## config.mk

```make
export PLATFORM = sky130hd
export DESIGN_NAME = linear_probe_hash_set
export DESIGN_NICKNAME = d
export VERILOG_FILES = /design/src/hw/rtl/lphs_pkg.sv /design/src/hw/rtl/lphs_ram.sv /design/src/hw/rtl/lphs_mod.sv /design/src/hw/rtl/linear_probe_hash_set.sv
export SDC_FILE = /design/constraint.sdc
export NUM_CORES = 2
export LEC_CHECK = 0
export BUFFER_PORTS_ARGS = -buffer_cell sky130_fd_sc_hd__buf_4
export CAP_MARGIN = 0
export CORE_ASPECT_RATIO = 0.75
export CORE_MARGIN = 4
export CORE_UTILIZATION = 50
export CTS_BUF_LIST = sky130_fd_sc_hd__clkbuf_8
export DETAILED_ROUTE_END_ITERATION = 10
export PLACE_DENSITY = 0.65
export SYNTH_ARGS = -nofsm -noshare
export SYNTH_HDL_FRONTEND = slang
export SYNTH_HIERARCHICAL = 1
export SYNTH_SLANG_ARGS = --single-unit
```

## constraint.sdc

```tcl
create_clock -name i_clk -period 14 [get_ports i_clk]
set_input_delay 1.4 -clock i_clk [delete_from_list [all_inputs] [get_ports i_clk]]
set_output_delay 1.4 -clock i_clk [all_outputs]
set_load 0.05 [all_outputs]
```

## src/hw/rtl/lphs_pkg.sv

```systemverilog
// ============================================================================
// lphs_pkg
// Shared widths, operation codes, status codes and state type of the
// linear probing hash set.
// ============================================================================
package lphs_pkg;

    localparam int FUNC_W   = 2;
    localparam int VALUE_W  = 31;
    localparam int SLOT_W   = 7;
    localparam int STATUS_W = 2;

    localparam logic [FUNC_W-1:0] OP_INSERT = 2'd0;
    localparam logic [FUNC_W-1:0] OP_SEARCH = 2'd1;
    localparam logic [FUNC_W-1:0] OP_REMOVE = 2'd2;

    typedef enum logic [STATUS_W-1:0] {
        ST_OK        = 2'd0,
        ST_NOT_FOUND = 2'd1,
        ST_FULL      = 2'd2
    } t_status;

    typedef enum logic [1:0] {
        S_CLEAR,
        S_IDLE,
        S_HASH,
        S_PROBE
    } t_state;

endpackage

```

## src/hw/rtl/lphs_ram.sv

```systemverilog
// ============================================================================
// lphs_ram
// Generic single-clock RAM with one write port and one registered read port.
// ============================================================================
module lphs_ram #(
    parameter int WIDTH = 32,
    parameter int DEPTH = 128
) (
    input  logic                     i_clk,
    input  logic                     i_we,
    input  logic [$clog2(DEPTH)-1:0] i_waddr,
    input  logic [WIDTH-1:0]         i_wdata,
    input  logic                     i_re,
    input  logic [$clog2(DEPTH)-1:0] i_raddr,
    output logic [WIDTH-1:0]         o_rdata
);

    logic [WIDTH-1:0] r_mem [DEPTH];
    logic [WIDTH-1:0] r_rdata;

    always_ff @(posedge i_clk) begin
        if (i_we) begin
            r_mem[i_waddr] <= i_wdata;
        end
        if (i_re) begin
            r_rdata <= r_mem[i_raddr];
        end
    end

    assign o_rdata = r_rdata;

endmodule

```

## src/hw/rtl/lphs_mod.sv

```systemverilog
// ============================================================================
// lphs_mod
// Home slot unit that reduces a value modulo the slot count with a
// reciprocal multiply, a remainder subtraction and a result register.
// ============================================================================
module lphs_mod #(
    parameter int SLOTS = 128
) (
    input  logic                         i_clk,
    input  logic                         i_rst_n,
    input  logic                         i_start,
    input  logic [lphs_pkg::VALUE_W-1:0] i_value,
    output logic                         o_done,
    output logic [$clog2(SLOTS)-1:0]     o_rem
);
    import lphs_pkg::*;

    localparam int AW      = $clog2(SLOTS);
    localparam int SHIFT   = VALUE_W + AW;
    localparam int RECIP_W = VALUE_W + 1;
    localparam int PW      = VALUE_W + RECIP_W;
    localparam logic [63:0] RECIP_FULL =
        ((64'd1 << SHIFT) + 64'(SLOTS) - 64'd1) / 64'(SLOTS);
    localparam logic [RECIP_W-1:0] RECIP    = RECIP_FULL[RECIP_W-1:0];
    localparam logic [AW-1:0]      SLOTS_LO = AW'(SLOTS);

    logic               r_mul, n_mul;
    logic               r_sub, n_sub;
    logic               r_done, n_done;
    logic [VALUE_W-1:0] r_val, n_val;
    logic [AW-1:0]      r_quo, n_quo;
    logic [AW-1:0]      r_rem, n_rem;
    logic [PW-1:0]      prod;
    logic [AW-1:0]      quo_m;

    // The rounded-up reciprocal gives the exact quotient for every value
    // width input; only its low bits are needed for the remainder.
    assign prod  = PW'(r_val) * PW'(RECIP);
    assign quo_m = r_quo * SLOTS_LO;

    always_comb begin
        n_mul  = i_start;
        n_sub  = r_mul;
        n_done = r_sub;
        n_val  = i_start ? i_value : r_val;
        n_quo  = r_mul ? prod[SHIFT +: AW] : r_quo;
        n_rem  = r_sub ? (r_val[AW-1:0] - quo_m) : r_rem;
    end

    always_ff @(posedge i_clk) begin
        if (!i_rst_n) begin
            r_mul  <= 1'b0;
            r_sub  <= 1'b0;
            r_done <= 1'b0;
        end else begin
            r_mul  <= n_mul;
            r_sub  <= n_sub;
            r_done <= n_done;
        end
        r_val <= n_val;
        r_quo <= n_quo;
        r_rem <= n_rem;
    end

    assign o_done = r_done;
    assign o_rem  = r_rem;

endmodule

```

## src/hw/rtl/linear_probe_hash_set.sv

```systemverilog
// ============================================================================
// linear_probe_hash_set
// Open-addressing hash set with linear probing. Slot contents and valid bits
// live in one RAM; a sequencer reads one slot per cycle and writes back at most once.
// ============================================================================
//
// Channel   Direction  Handshake             Fields
// command   in         start && !busy        i_func, i_item_value
// result    out        o_valid (one cycle)   o_slot_index, o_status
//
// An operation first reduces the value to its home slot with a reciprocal
// multiply, then probes k slots (1 to SLOTS) from the home slot, one probe
// per cycle through the single read port, behind the registered RAM read.
// An unused operation code gives its result beat once the reduction is done,
// without probing. After reset, a clearing pass writes every slot empty while
// busy is high. The receiver cannot stall; each result is shown for one cycle.
//
module linear_probe_hash_set #(
    parameter int SLOTS = 128
) (
    input  logic                          i_clk,
    input  logic                          i_rst_n,
    input  logic                          start,
    output logic                          busy,
    input  logic [lphs_pkg::FUNC_W-1:0]   i_func,
    input  logic [lphs_pkg::VALUE_W-1:0]  i_item_value,
    output logic                          o_valid,
    output logic [lphs_pkg::SLOT_W-1:0]   o_slot_index,
    output logic [lphs_pkg::STATUS_W-1:0] o_status
);
    import lphs_pkg::*;

    localparam int AW = $clog2(SLOTS);
    localparam int CW = $clog2(SLOTS + 1);
    localparam int MW = VALUE_W + 1;

    t_state              r_state, n_state;
    logic [FUNC_W-1:0]   r_func, n_func;
    logic [VALUE_W-1:0]  r_value, n_value;
    logic [AW-1:0]       r_addr, n_addr;
    logic [AW-1:0]       r_chk_addr, n_chk_addr;
    logic                r_pend, n_pend;
    logic [CW-1:0]       r_issued, n_issued;
    logic [CW-1:0]       r_left, n_left;
    logic                r_valid, n_valid;
    logic [SLOT_W-1:0]   r_slot, n_slot;
    t_status             r_status, n_status;

    logic                accept;
    logic                mod_done;
    logic [AW-1:0]       mod_rem;
    logic                mem_we;
    logic [AW-1:0]       mem_waddr;
    logic [MW-1:0]       mem_wdata;
    logic                mem_re;
    logic [MW-1:0]       mem_rdata;
    logic                rd_valid;
    logic [VALUE_W-1:0]  rd_value;
    logic                op_known;
    logic                hit;
    logic                lap_end;
    logic [AW-1:0]       addr_next;
    logic [SLOT_W+AW-1:0] slot_ext;

    assign accept    = start && (r_state == S_IDLE);
    assign rd_valid  = mem_rdata[VALUE_W];
    assign rd_value  = mem_rdata[VALUE_W-1:0];
    assign op_known  = (r_func == OP_INSERT) || (r_func == OP_SEARCH) ||
                       (r_func == OP_REMOVE);
    assign hit       = (r_func == OP_INSERT) ? !rd_valid
                                             : (rd_valid && (rd_value == r_value));
    assign lap_end   = (r_left == CW'(1));
    assign addr_next = (r_addr == AW'(SLOTS - 1)) ? '0 : (r_addr + 1'b1);
    assign slot_ext  = {{SLOT_W{1'b0}}, r_chk_addr};

    lphs_mod #(
        .SLOTS (SLOTS)
    ) u_mod (
        .i_clk   (i_clk),
        .i_rst_n (i_rst_n),
        .i_start (accept),
        .i_value (i_item_value),
        .o_done  (mod_done),
        .o_rem   (mod_rem)
    );

    lphs_ram #(
        .WIDTH (MW),
        .DEPTH (SLOTS)
    ) u_ram (
        .i_clk   (i_clk),
        .i_we    (mem_we),
        .i_waddr (mem_waddr),
        .i_wdata (mem_wdata),
        .i_re    (mem_re),
        .i_raddr (r_addr),
        .o_rdata (mem_rdata)
    );

    always_comb begin
        n_state = r_state;
        case (r_state)
            S_CLEAR: begin
                if (r_addr == AW'(SLOTS - 1)) begin
                    n_state = S_IDLE;
                end
            end
            S_IDLE: begin
                if (start) begin
                    n_state = S_HASH;
                end
            end
            S_HASH: begin
                if (mod_done) begin
                    n_state = op_known ? S_PROBE : S_IDLE;
                end
            end
            S_PROBE: begin
                if (r_pend && (hit || lap_end)) begin
                    n_state = S_IDLE;
                end
            end
            default: begin
                n_state = S_IDLE;
            end
        endcase
    end

    always_comb begin
        n_func     = r_func;
        n_value    = r_value;
        n_addr     = r_addr;
        n_chk_addr = r_chk_addr;
        n_pend     = 1'b0;
        n_issued   = r_issued;
        n_left     = r_left;
        n_valid    = 1'b0;
        n_slot     = r_slot;
        n_status   = r_status;
        mem_we     = 1'b0;
        mem_waddr  = r_addr;
        mem_wdata  = '0;
        mem_re     = 1'b0;
        case (r_state)
            S_CLEAR: begin
                mem_we = 1'b1;
                n_addr = addr_next;
            end
            S_IDLE: begin
                if (start) begin
                    n_func  = i_func;
                    n_value = i_item_value;
                end
            end
            S_HASH: begin
                if (mod_done) begin
                    n_addr   = mod_rem;
                    n_issued = '0;
                    n_left   = CW'(SLOTS);
                    if (!op_known) begin
                        n_valid  = 1'b1;
                        n_slot   = '0;
                        n_status = ST_NOT_FOUND;
                    end
                end
            end
            S_PROBE: begin
                if (r_issued != CW'(SLOTS)) begin
                    mem_re     = 1'b1;
                    n_addr     = addr_next;
                    n_chk_addr = r_addr;
                    n_issued   = r_issued + 1'b1;
                    n_pend     = 1'b1;
                end
                if (r_pend) begin
                    if (hit) begin
                        n_pend    = 1'b0;
                        n_valid   = 1'b1;
                        n_slot    = slot_ext[SLOT_W-1:0];
                        n_status  = ST_OK;
                        mem_waddr = r_chk_addr;
                        if (r_func == OP_INSERT) begin
                            mem_we    = 1'b1;
                            mem_wdata = {1'b1, r_value};
                        end else if (r_func == OP_REMOVE) begin
                            mem_we    = 1'b1;
                            mem_wdata = {1'b0, rd_value};
                        end
                    end else if (lap_end) begin
                        n_pend   = 1'b0;
                        n_valid  = 1'b1;
                        n_slot   = '0;
                        n_status = (r_func == OP_INSERT) ? ST_FULL : ST_NOT_FOUND;
                    end else begin
                        n_left = r_left - 1'b1;
                    end
                end
            end
            default: begin
                n_pend = 1'b0;
            end
        endcase
    end

    always_ff @(posedge i_clk) begin
        if (!i_rst_n) begin
            r_state <= S_CLEAR;
            r_addr  <= '0;
            r_pend  <= 1'b0;
            r_valid <= 1'b0;
        end else begin
            r_state <= n_state;
            r_addr  <= n_addr;
            r_pend  <= n_pend;
            r_valid <= n_valid;
        end
        r_func     <= n_func;
        r_value    <= n_value;
        r_chk_addr <= n_chk_addr;
        r_issued   <= n_issued;
        r_left     <= n_left;
        r_slot     <= n_slot;
        r_status   <= n_status;
    end

    assign busy         = (r_state != S_IDLE);
    assign o_valid      = r_valid;
    assign o_slot_index = r_slot;
    assign o_status     = r_status;

endmodule

```

# == Yosys cells after proc, flatten, opt, wreduce, memory -nomap -nowiden ==
# Memories as Yosys holds them, arrays and structs flattened. A register that Yosys moved wholly into a read port is not among the register bits.
# Cells that the tools add are included.
# totals
output_inout_bits,11
ramBits,4096
n_memories,1
reg_bits,93
input_bits,36
# classes
reduce_logical,19
addsub,3
n_mux,58
eq_ne,20
# memory_table
memory,depth,word_bits,rd,rd_clocked_by_memory_dff,write_ports,line,rtl
u_ram.r_mem,128,32,1,1,1,lphs_ram.sv:18,logic [WIDTH-1:0] r_mem [DEPTH];
# ops
op,count
$mux W32,4
$mux W7,11
$mux W8,6
$pmux W8 S2,2
$eq A31 B31 Y1,1
$mux W31,1
$mux W2,11
$pmux W7 S3,1
$mux W1,17
$ne A2 B2 Y1 const B,8
$pmux W7 S2,1
$reduce_and A5 Y1,2
$add A8 B1 Y8 const B,1
$eq A8 B1 Y1 const B,1
$ne A8 B8 Y1 const B,1
$pmux W2 S4,1
$sub A8 B1 Y8 const B,1
$add A7 B1 Y7 const B,1
$eq A7 B7 Y1 const B,1
$eq A2 B2 Y1 const B,3
$reduce_and A2 Y1,3
$reduce_and A3 Y1,2
$eq A2 B1 Y1 const B,2
$logic_not A2 Y1,2
other kinds (10),16

# == Logic depth before layout (Yosys ltp) ==
# depth
ltp_word,8
depth_mapped,13
mapped_depth_nobuf,8

# == Modules after synthesis ==
# Netlist, hierarchy kept.
# modules_own_cells
mod,cells_each,seq_area_each_um2,n_inst,area_each_um2
lphs_ram,5990,123958.9,1,156596.4
linear_probe_hash_set,436,2172.1,1,4561.9
lphs_mod,20,480.5,1,499.2

# == Worst setup path before layout ==
# OpenSTA, ideal clock, no wires.
# synth_timing
path_type,register -> register
start,"register u_ram.r_rdata[27], in the netlist u_ram/o_rdata[27] (read register of u_ram.r_mem)"
end,memory u_ram.r_mem[0][1] (data pin)
t_required_ns,12.486
period_less_slack_ns,9.732
path_stages_with_launch,7
setup_slack_ns,4.268
setup_ns,1.514
n_path_buf,1
arrival_time_ns,8.218
path_cell_list,edfxtp_1 -> xor2_1 -> nor4_1 -> and4_1 -> a31oi_1 -> clkbuf_1 -> nor4_1
# synth_between
elab_chain_len,6
# synth_lines
item,line,rtl
start: declaration,lphs_ram.sv:19,logic [WIDTH-1:0] r_rdata;
$eq A31 B31 Y1,linear_probe_hash_set.sv:71,: (rd_valid && (rd_value == r_value));
$logic_and A1 B1 Y1,linear_probe_hash_set.sv:71,
$mux W1,linear_probe_hash_set.sv:70,assign hit = (r_func == OP_INSERT) ? !rd_valid
$mux W32,linear_probe_hash_set.sv:176,if (hit) begin
$mux W32,linear_probe_hash_set.sv:175,if (r_pend) begin
$mux W32,linear_probe_hash_set.sv:144,case (r_state)
net mem_wdata[1],linear_probe_hash_set.sv:54,logic [MW-1:0] mem_wdata;
end: declaration,lphs_ram.sv:18,
# The timed path passes the listed nets, and every way through them passes these cells.

==> results.md <==
* Start of the worst register-to-register path: r_addr[0]
* Final clock skew at 0.0800 ns
* Sum of negative setup slack at 0 ns
* Fill cells at 23,100
* Area fraction of the dominant cell type after synthesis at 78.1%
* Slew at the pin closest to its max-slew limit at around 1.4 ns
* Residual overflow from global routing at 0
* Crit share post-route at between 40% and 50%
* Net total in the final layout at 7,068
* Number of buffers inserted by hold repair at cts at 0
* Antenna violations before repair at 66
* Largest net degree at the start of global routing at 166
* Share of layout cells above drive strength 1 at 34.8%
* Average size of a mapped cell at 25.1 um^2
* Number of placed I/O pins at 47
* Area fraction in compound gates after synthesis at 0.302%
* Final cell count without fillers at 11,800
* Leakage dissipation at 0.0577 uW
* Netlist Area Pre-Place at 162,000 um^2
* Count of antenna-violating nets left after detailed routing at 0
* Sequential-to-total area share from yosys stat at 78.3%
* Cell with the most instances after synthesis: edfxtp_1
* Tightest Hold Check Type: flip-flop to flip-flop
* Yosys reg bits at 4,221
* FF-to-FF setup slack at 7.74 ns
* Required time of the critical path at approximately 15 ns
* Floorplan die area at 333,000 um^2
* H-tree levels at 6
* Via count of the first global-routing pass at 75,900
* Status: complete, no violations
* Post-synth top area cell: edfxtp_1
* TritonCTS clock tree: yes
* Dominant synthesized flop cell: edfxtp_1
* Die Span X at 665 um
* Multiplexer area fraction after synthesis at 19.1%
* Number of warnings reported in the yosys synthesis log at 6
* Post-synth top cells: edfxtp_1, mux4_2, clkbuf_1
* Max VDD drop at 88.8 uV
* Maximum operating frequency at 160 MHz
* Buffers from clock root to sink, at most at 4
* Share of synthesized cell area in and, or, nand and nor gates at 1.00%
* Count of instances resized after the clock tree is built at 0
* Vias per inst at 6.56
* Worst Setup Start Kind: flip-flop
* Proportion of register bits with asynchronous set or reset after synthesis at 0%
* Total number of vias at 77,200
* Number of max-cap violations at 0
* Synth Area in XOR/XNOR at 0.222%
* EDFF count, synth at around 4,200
* Clock latency on the worst-skew pair at 1.08 ns
* Synthesized instance count at 6,446
* Crit path time final at 6.26 ns
* Kind of capture point of the worst setup path: flip-flop
* Setup violation total in the final timing report at 0
* R2r endpoint: u_ram/o_rdata[29]
* Number of instances on the worst hold path at 0
* Synthesis-to-layout area growth at 11.5%
* Die Height at 500 um
* Endpoints failing hold at 0
* Final WL at 433,000 um
* Post-CTS Setup Inserts at 0
* Remaining max-slew budget at the tightest pin at 9.29%
* Tot GR Track Use at 26.0%
* Number of port buffers at 46
* Clock sinks at ~4,200
* Clock buffer count from CTS at 621
* Initial standard-cell utilization of the core at roughly half
* Standard-cell row count at 180
* Min-Delay Endpoint: u_mod/o_rem[3]
* Largest family of logic cells by synthesized area: multiplexers
* Final Wtd Congestion at about 0.88
* Beginning of the worst hold path: u_mod/r_val[3]
* Synth Area in Adders at 0.0774%
* CTS clk-pin slew, worst paths at 0.07 ns
* Net Count, Synth at roughly 6,500
* Most area-consuming cells after synthesis: edfxtp_1, mux4_2, clkbuf_1
* Pwr Density at approximately 130 nW/um^2
* Number of cell instances on the worst register-to-register path at 8
* Arrival time of data at the critical path endpoint at 7.07 ns
* DPL Wire Length at 233,000 um
* Path type of the worst setup path: flip-flop to flip-flop
* First-iteration detailed-routing DRC count at between 10,000 and 15,000
* Setup repair after global routing missed its margin: no
* Number of distinct library cells after synthesis at 61
* CTS Root Cell: clkbuf_8
* Detailed-routing iteration count for the pre-antenna-repair pass at 6
* First-pass GRT wire length at ~600,000 um
* Biggest fanout along the worst timing path at 48
* Post-detailed-route DRC marker count at 0
* Cell Count Post-Placement at 10,700
* Core outline area at between 300,000 and 400,000 um^2
* WL/cell at 36.8 um
* Final Slew Violations at 0
## cell usage in the layout (no fill, tap or decap), types with 5 or more instances in the layout
cell        count
bufinv_16      15
xor2_1         22
clkinvlp_4     17
nor2_1         38
mux4_2       1344
nor2b_1         7
o311a_1         7
xnor2_1        19
o311ai_1        5
nand3_1        27
o21ai_0        11
ha_1           10
diode_2        29
dfxtp_1         7
nand2_1        45
nor2_4        119
clkinv_2       40
buf_4         291
inv_1         223
mux2_2         32
mux2i_1        32
a21boi_0        6
nor3_2          9
clkbuf_8      635
inv_6          17
clkinv_1      138
and2_1          7
nor4_2         32
buf_12          8
dfxtp_4         6
nand4_1        15
edfxtp_1     4207
## routing by layer
metal	track usage, %	wire (um)	share of wire, %
met2	36.4	189000	44
met4	7.46	12400	2.9
met5	0	193	0.045
met3	8.40	59700	14
met1	39.4	172000	40
## final cells by class
class	count	area [um^2]	area share, %
Inverter	16	60.1	0.0333
Multi-Input combinational cell	1863	34800	19.3
Antenna cell	29	72.6	0.0403
Clock buffer	635	8740	4.85
Sequential cell	4221	127000	70.3
Clock inverter	439	2280	1.27
Timing Repair Buffer	299	2340	1.30
Tap cell	4277	5350	2.97
## registers in the layout, indices dropped and copies added, names as in the netlist
register and cells:
r_func 2, r_issued 8, o_status 2, r_left 8, r_value 31, r_addr 7
o_slot_index 7, o_valid 1, u_ram/o_rdata 32, u_mod/n_done 1, r_chk_addr 7, u_ram/r_mem 4096
r_pend 1, u_mod/o_rem 7, r_state 2, u_mod/n_sub 1, u_mod/o_done 1, u_mod/r_val 7
## worst max-delay path: stages, from the launching register on
cell and delay, ns:
dfxtp_4 0.71, buf_4 0.79, buf_4 0.60, buf_4 0.78
buf_4 0.87, mux4_2 0.62, mux4_2 0.60, mux4_2 0.56
mux2_2 0.28
## power by group
| group | total [uW] | internal (uW) | switching [uW] |
|---|---|---|---|
| registers | 13800 | 13700 | 22.1 |
| clock network | 9110 | 4490 | 4610 |
| logic | 987 | 408 | 579 |
| total | 23900 | 18600 | 5220 |
## worst max-delay path by stage
| stage | start | endpoint | slack (ns) | cells past startpoint |
|---|---|---|---|---|
| after CTS | r_addr[0] | u_ram/o_rdata[29] | 7.53 | 8 |
| after global routing | r_addr[0] | u_ram/o_rdata[29] | 7.13 | 8 |
| final | r_addr[0] | u_ram/o_rdata[29] | 7.74 | 8 |
| after detailed placement | r_addr[0] | u_ram/o_rdata[29] | 7.57 | 8 |
| after global placement | r_addr[0] | u_ram/o_rdata[29] | 7.59 | 8 |
| after floorplan | u_ram/o_rdata[27] | u_ram/r_mem[0][1] | 4.27 | 6 |
## cell families (layout without fill, tap and decap cells)
| family | Yosys count | in the layout |
|---|---|---|
| flops | 4221 | 4221 |
| mux | 1408 | 1408 |
| buf+inv | 362 | 1389 |
| simple gates | 342 | 342 |
| compound gates | 62 | 62 |
| xor+xnor | 41 | 41 |
| fa+ha+maj | 10 | 10 |
| other cells | 0 | 29 |
## per-stage QoR
step / setup WS (ns) / power [uW] / hold slack (ns) / area, um^2 / utilization (%)
after detailed placement: 7.57 / 15000 / 0.405 / 169000 / 52.6
after floorplan: 4.27 / 14700 / 0.400 / 162000 / -
final: 7.74 / 23900 / 0.420 / 180000 / 56.1
after CTS: 7.53 / 24000 / 0.410 / 180000 / 56.1
after global routing: 7.13 / 24700 / 0.424 / 180000 / 56.1
after global placement: 7.59 / 15000 / 0.411 / 169000 / 52.6
Power figures use the tool's default switching activity.
